==> config.mk <==
export PLATFORM = sky130hd
export DESIGN_NAME = mbg_ctrl
export DESIGN_NICKNAME = d
export VERILOG_FILES = /design/src/hw/rtl/mbg_pkg.sv /design/src/hw/rtl/mbg_ctrl.sv
export VERILOG_INCLUDE_DIRS = /design/src /design/src/hw/rtl
export SDC_FILE = /design/constraint.sdc
export NUM_CORES = 1
export LEC_CHECK = 0
export BUFFER_PORTS_ARGS = -buffer_cell sky130_fd_sc_hd__buf_2
export CAP_MARGIN = 40
export CORE_MARGIN = 2
export CORE_UTILIZATION = 40
export DETAILED_ROUTE_END_ITERATION = 8
export PLACE_DENSITY = 0.72
export RECOVER_POWER = 50
export SLEW_MARGIN = 20
export SYNTH_ARGS = -nofsm -noshare
export SYNTH_HDL_FRONTEND = slang
export SYNTH_SLANG_ARGS = --single-unit
==> constraint.sdc <==
create_clock -name clk -period 1.5 [get_ports clk]
set_input_delay 0.3 -clock clk [delete_from_list [all_inputs] [get_ports clk]]
set_output_delay 0.3 -clock clk [all_outputs]
set_load 0.03 [all_outputs]
==> src/hw/rtl/assert_macros.svh <==
// Assertion macros shared by the maze generator RTL.
// No dependencies; the files that check their own logic include this header.
`ifndef ASSERT_MACROS_SVH
`define ASSERT_MACROS_SVH
`ifndef SYNTHESIS
`define MBG_ASSERT(lbl, clk, rst_n, prop) \
	lbl: assert property (@(posedge clk) disable iff (!rst_n) prop) \
	else $error("maze generator assertion failed");
`define MBG_NEVER(lbl, clk, rst_n, expr) \
	lbl: assert property (@(posedge clk) disable iff (!rst_n) !(expr)) \
	else $error("maze generator forbidden condition");
`else
`define MBG_ASSERT(lbl, clk, rst_n, prop)
`define MBG_NEVER(lbl, clk, rst_n, expr)
`endif
`endif

==> src/hw/rtl/mbg_pkg.sv <==
// Shared types, codes and the direction order table of the maze generator.
// No dependencies; imported by the controller, the datapath and the top level.
package mbg_pkg;

	localparam int CFG_AW      = 3;
	localparam int CFG_DW      = 7;
	localparam int ORDER_W     = 5;
	localparam int COORD_OUT_W = 6;
	localparam int EXT_W       = 9;

	localparam logic [CFG_AW-1:0] REG_GRID_WIDTH  = 3'd0;
	localparam logic [CFG_AW-1:0] REG_GRID_HEIGHT = 3'd1;
	localparam logic [CFG_AW-1:0] REG_START_COL   = 3'd2;
	localparam logic [CFG_AW-1:0] REG_START_ROW   = 3'd3;
	localparam logic [CFG_AW-1:0] REG_EXIT_COL    = 3'd4;
	localparam logic [CFG_AW-1:0] REG_EXIT_ROW    = 3'd5;

	localparam logic [ORDER_W-1:0] ORDER_COUNT = 5'd24;

	localparam logic ACT_START = 1'b0;

	localparam logic [1:0] DIR_UP    = 2'd0;
	localparam logic [1:0] DIR_RIGHT = 2'd1;
	localparam logic [1:0] DIR_DOWN  = 2'd2;
	localparam logic [1:0] DIR_LEFT  = 2'd3;

	localparam logic [1:0] RES_START = 2'd0;
	localparam logic [1:0] RES_WALL  = 2'd1;
	localparam logic [1:0] RES_CELL  = 2'd2;
	localparam logic [1:0] RES_EXIT  = 2'd3;

	// Each entry packs four directions, first one tried in bits [1:0].
	localparam logic [7:0] PERM_TABLE [0:23] = '{
		8'hE4, 8'hB4, 8'hD8, 8'h78, 8'h9C, 8'h6C,
		8'hE1, 8'hB1, 8'hC9, 8'h39, 8'h8D, 8'h2D,
		8'hD2, 8'h72, 8'hC6, 8'h36, 8'h4E, 8'h1E,
		8'h93, 8'h63, 8'h87, 8'h27, 8'h4B, 8'h1B
	};

	typedef struct packed {
		logic [6:0] grid_width;
		logic [6:0] grid_height;
		logic [5:0] start_col;
		logic [5:0] start_row;
		logic [5:0] exit_col;
		logic [5:0] exit_row;
	} cfg_t;

	typedef struct packed {
		logic       load_in;
		logic       clr_step;
		logic       start_open;
		logic       next_try;
		logic       rd_issue;
		logic       carve_wall;
		logic       carve_cell;
		logic       pop;
		logic       top_load;
		logic       emit;
		logic [1:0] res_sel;
	} cmd_t;

	typedef struct packed {
		logic carving;
		logic clr_last;
		logic cand_ok;
		logic cand_wall;
		logic last_try;
		logic depth_one;
		logic out_free;
	} sts_t;

	function automatic logic [1:0] perm_dir(input logic [ORDER_W-1:0] order,
	                                        input logic [1:0] slot);
		logic [7:0] row;
		row = (order < ORDER_COUNT) ? PERM_TABLE[order] : PERM_TABLE[0];
		return row[{slot, 1'b0} +: 2];
	endfunction

endpackage

==> src/hw/rtl/mbg_ctrl.sv <==
// Sequencing state machine of the maze generator: start sweep, neighbor tries,
// carving, popping and result emission. Depends on mbg_pkg and assert_macros.svh.
`include "assert_macros.svh"
module mbg_ctrl
	import mbg_pkg::*;
(
	input  logic clk,
	input  logic arst_n,
	input  logic in_valid,
	output logic in_ready,
	input  logic in_action,
	input  sts_t sts,
	output cmd_t cmd
);

	localparam logic [3:0] ST_IDLE       = 4'd0;
	localparam logic [3:0] ST_CLR        = 4'd1;
	localparam logic [3:0] ST_START      = 4'd2;
	localparam logic [3:0] ST_EMIT_START = 4'd3;
	localparam logic [3:0] ST_TRY        = 4'd4;
	localparam logic [3:0] ST_CHECK      = 4'd5;
	localparam logic [3:0] ST_CARVE1     = 4'd6;
	localparam logic [3:0] ST_CARVE2     = 4'd7;
	localparam logic [3:0] ST_EMIT_W     = 4'd8;
	localparam logic [3:0] ST_EMIT_C     = 4'd9;
	localparam logic [3:0] ST_POP        = 4'd10;
	localparam logic [3:0] ST_POPW       = 4'd11;
	localparam logic [3:0] ST_EMIT_EXIT  = 4'd12;

	logic [3:0] state_q;
	logic [3:0] state_d;

	always_comb begin
		state_d  = state_q;
		cmd      = '0;
		in_ready = 1'b0;
		case (state_q)
			ST_IDLE: begin
				in_ready = 1'b1;
				if (in_valid) begin
					cmd.load_in = 1'b1;
					if (in_action == ACT_START) begin
						state_d = ST_CLR;
					end else if (sts.carving) begin
						state_d = ST_TRY;
					end
				end
			end
			ST_CLR: begin
				cmd.clr_step = 1'b1;
				if (sts.clr_last) begin
					state_d = ST_START;
				end
			end
			ST_START: begin
				cmd.start_open = 1'b1;
				state_d        = ST_EMIT_START;
			end
			ST_EMIT_START: begin
				if (sts.out_free) begin
					cmd.emit    = 1'b1;
					cmd.res_sel = RES_START;
					state_d     = ST_IDLE;
				end
			end
			ST_TRY: begin
				if (sts.cand_ok) begin
					cmd.rd_issue = 1'b1;
					state_d      = ST_CHECK;
				end else if (sts.last_try) begin
					state_d = ST_POP;
				end else begin
					cmd.next_try = 1'b1;
				end
			end
			ST_CHECK: begin
				if (sts.cand_wall) begin
					state_d = ST_CARVE1;
				end else if (sts.last_try) begin
					state_d = ST_POP;
				end else begin
					cmd.next_try = 1'b1;
					state_d      = ST_TRY;
				end
			end
			ST_CARVE1: begin
				cmd.carve_wall = 1'b1;
				state_d        = ST_CARVE2;
			end
			ST_CARVE2: begin
				cmd.carve_cell = 1'b1;
				state_d        = ST_EMIT_W;
			end
			ST_EMIT_W: begin
				if (sts.out_free) begin
					cmd.emit    = 1'b1;
					cmd.res_sel = RES_WALL;
					state_d     = ST_EMIT_C;
				end
			end
			ST_EMIT_C: begin
				if (sts.out_free) begin
					cmd.emit    = 1'b1;
					cmd.res_sel = RES_CELL;
					state_d     = ST_IDLE;
				end
			end
			ST_POP: begin
				cmd.pop = 1'b1;
				state_d = sts.depth_one ? ST_EMIT_EXIT : ST_POPW;
			end
			ST_POPW: begin
				cmd.top_load = 1'b1;
				state_d      = ST_IDLE;
			end
			ST_EMIT_EXIT: begin
				if (sts.out_free) begin
					cmd.emit    = 1'b1;
					cmd.res_sel = RES_EXIT;
					state_d     = ST_IDLE;
				end
			end
			default: begin
				state_d = ST_IDLE;
			end
		endcase
	end

	always_ff @(posedge clk or negedge arst_n) begin
		if (!arst_n) begin
			state_q <= ST_IDLE;
		end else begin
			state_q <= state_d;
		end
	end

	`MBG_ASSERT(a_emit_when_free, clk, arst_n, cmd.emit |-> sts.out_free)
	`MBG_ASSERT(a_check_after_read, clk, arst_n, (state_q == ST_CHECK) |-> $past(cmd.rd_issue))
	`MBG_ASSERT(a_cell_after_wall, clk, arst_n, cmd.carve_cell |-> $past(cmd.carve_wall))

endmodule

==> results_dict.tcl <==
set metrics [dict create \
    outcome "complete, but fails checks" \
    violations "negative setup slack" \
    synth_area_sq_um 542 \
    synth_fp_nets 82 \
    crit_fanout 3 \
    portBuffers 23 \
    drv_slew 0 \
    multi_input_area_sq_um 571 \
    gp_congestion 0.874 \
    drt_iter0_markers 53 \
    cts_max_level 1 \
    worstPathRequired_ps 1200 \
    setup_tns_ps -3860 \
    rows 13 \
    synth_cells 71 \
    firstDrtPassIters 4 \
    yosysSeqAreaShare_pct 18.5 \
    grt_overflow 0 \
    die_x_um 40.8 \
    arrival_ps 1540 \
    reg2reg_from "state_q[0]" \
    yosysTopAreaCellShare_pct 18.5 \
    synthFlopType "dfrtp_1" \
    ys_top_cells_by_area "dfrtp_1, nand2b_1, nor2_1" \
    yosysTopAreaCell "dfrtp_1" \
    clock_path_buffers 2 \
    final.setup.worst_slack_ps -335 \
    hold_viol_final 0 \
    io_pins 24 \
    setup_viol 17 \
    finalCritPeriodShare_pct 122 \
    grt_util_all_layers_pct 27.5 \
    worst_slew_pin_slew_ps 324 \
    clkLatencyLatePin_ps 240 \
    clkTransAtPathRegs_ps 40 \
    postRouteWirelength_um 3130 \
    period_minus_slack_ps 1840 \
    drc 0 \
    synth.distinct_cells 36 \
    hpwlAfterDp_um 1280 \
    antenna_found_initial 0 \
    slew_headroom_pct 78.1 \
    yosys_register_bits 4 \
    dieArea_sq_mm 0.00166 \
    dieHeight_um 40.8 \
    synth_edf_count 0 \
    vias 872 \
    ir_drop_v 0.00179 \
    power-per-cell-area_mw_per_mm2 2420 \
    critPathLaunchType "flop" \
    ys_top_cells_by_count "nor2_1, nand2_1, nand2b_1" \
    synth_warnings 0 \
    regMostFlops "state_q" \
    cts_tree "yes" \
    drive_above_1_share_pct 67.2 \
    max_freq_mhz 545 \
    grt_setup_unrepaired "yes" \
    fillers 35 \
    n_antenna_cell 0 \
    cts_sinks 4 \
    p_leak_nw 0.535 \
    cts-root-buf "clkbuf_4" \
    vias_per_cell 6.51 \
    grt_max_degree 14 \
    grt_pass1_wl_um 2970 \
    regArea_sq_um 104 \
    coreArea_sq_mm 0.00128 \
    syn_avg_cell_area_sq_um 7.63 \
    startpoint "state_q[1]" \
    clock_skew_ps 10.5 \
    top_regs "state_q: 4 flops" \
    holdCritPathClass "in2async" \
    maxCapViolCount 0 \
    largest_reg_flops 4 \
    cts_buffers 3 \
    cp-end-kind "primary output" \
    power_mw 2.96 \
    yosysMostFrequentCell "nor2_1" \
    start_util_pct 42.2 \
    ant_nets 0 \
    path_class "reg2out" \
    ys_async_sr_fraction_pct 100 \
    synthToLayoutAreaGrowth_pct 126 \
    wl_per_cell_um 23.4 \
    fin_nets 132 \
    grt_pass1_vias 654 \
]
final timing paths:
path | end | depth (start not counted) | slack, ps
setup / recovery | cmd[7] | 3 | -340
setup reg to reg | state_q[0] | 5 | -300
max in group asynchronous | state_q[3] | 2 | 830
min in group clk | state_q[1] | 3 | 520
hold / removal | state_q[1] | 2 | 450
hold reg to reg | state_q[0] | 2 | 790
metal layers:
metal	global-route usage [%]	wire, um	vias up
li1	-	-	362
met1	36.5	1220	418
met2	47.7	1540	76
met3	3.26	236	16
met4	5.00	142	0
met5	0	0	-
worst max-delay path, cell delays in order (launching register included):
cell     delay [ps]
dfrtp_1         420
or4b_4          610
nor2_4          120
buf_6           140
cell usage in the layout, fill, tap and decap left out, drive strengths merged, types with 2 or more instances in the layout:
cell	instances
a211oi	2
a21o	2
a21oi	3
buf	48
clkbuf	5
dfrtp	4
inv	4
nand2	6
nand2b	5
nor2	8
nor2b	4
nor3	4
nor4	2
o22ai	2
final cells by class:
class                           count  area share (%)
Multi-Input combinational cell     57            46.6
Timing Repair Buffer               51            40.3
Sequential cell                     4            8.49
Clock buffer                        3            1.84
Tap cell                           15            1.53
Inverter                            4            1.23
cells by family (layout without fill, tap and decap cells):
| logic type | after synthesis | after routing | synth area share, % |
|---|---|---|---|
| xor+xnor | 1 | 1 | 1.62 |
| flops | 4 | 4 | 18.5 |
| buf+inv | 10 | 58 | 9.24 |
| simple gates | 35 | 35 | 37.6 |
| mux | 2 | 2 | 4.62 |
| compound gates | 19 | 19 | 28.4 |
stage by stage:
stage | setup WS [ps] | util (%) | area, sq um | cells | hold WS, ps
after global placement | -118 | 66.6 | 856 | 120 | 104
after floorplan | -164 | - | 648 | 71 | 4.41
final | -335 | 95.2 | 1220 | 134 | 445
after CTS | -275 | 78.5 | 1010 | 127 | 403
after global routing | -339 | 95.2 | 1220 | 134 | 474
after detailed placement | -162 | 66.6 | 856 | 120 | 105
what timing repair did:
item,in CTS,in global routing
hold buffers,1,0
buffers inserted,3,6
pin swaps,7,11
endpoints found under the setup margin,17,17
cloned,0,1
endpoints found under the hold margin,4,0
resized for setup,27,35
report_power, final:
part / switching (mW) / internal [mW] / leakage [nW]
Clock: 0.0474 / 0.0897 / 0.0138
Combinational: 1.26 / 1.31 / 0.475
Sequential: 0.0933 / 0.170 / 0.0464
No activity file was read; power rests on OpenSTA's default activity.
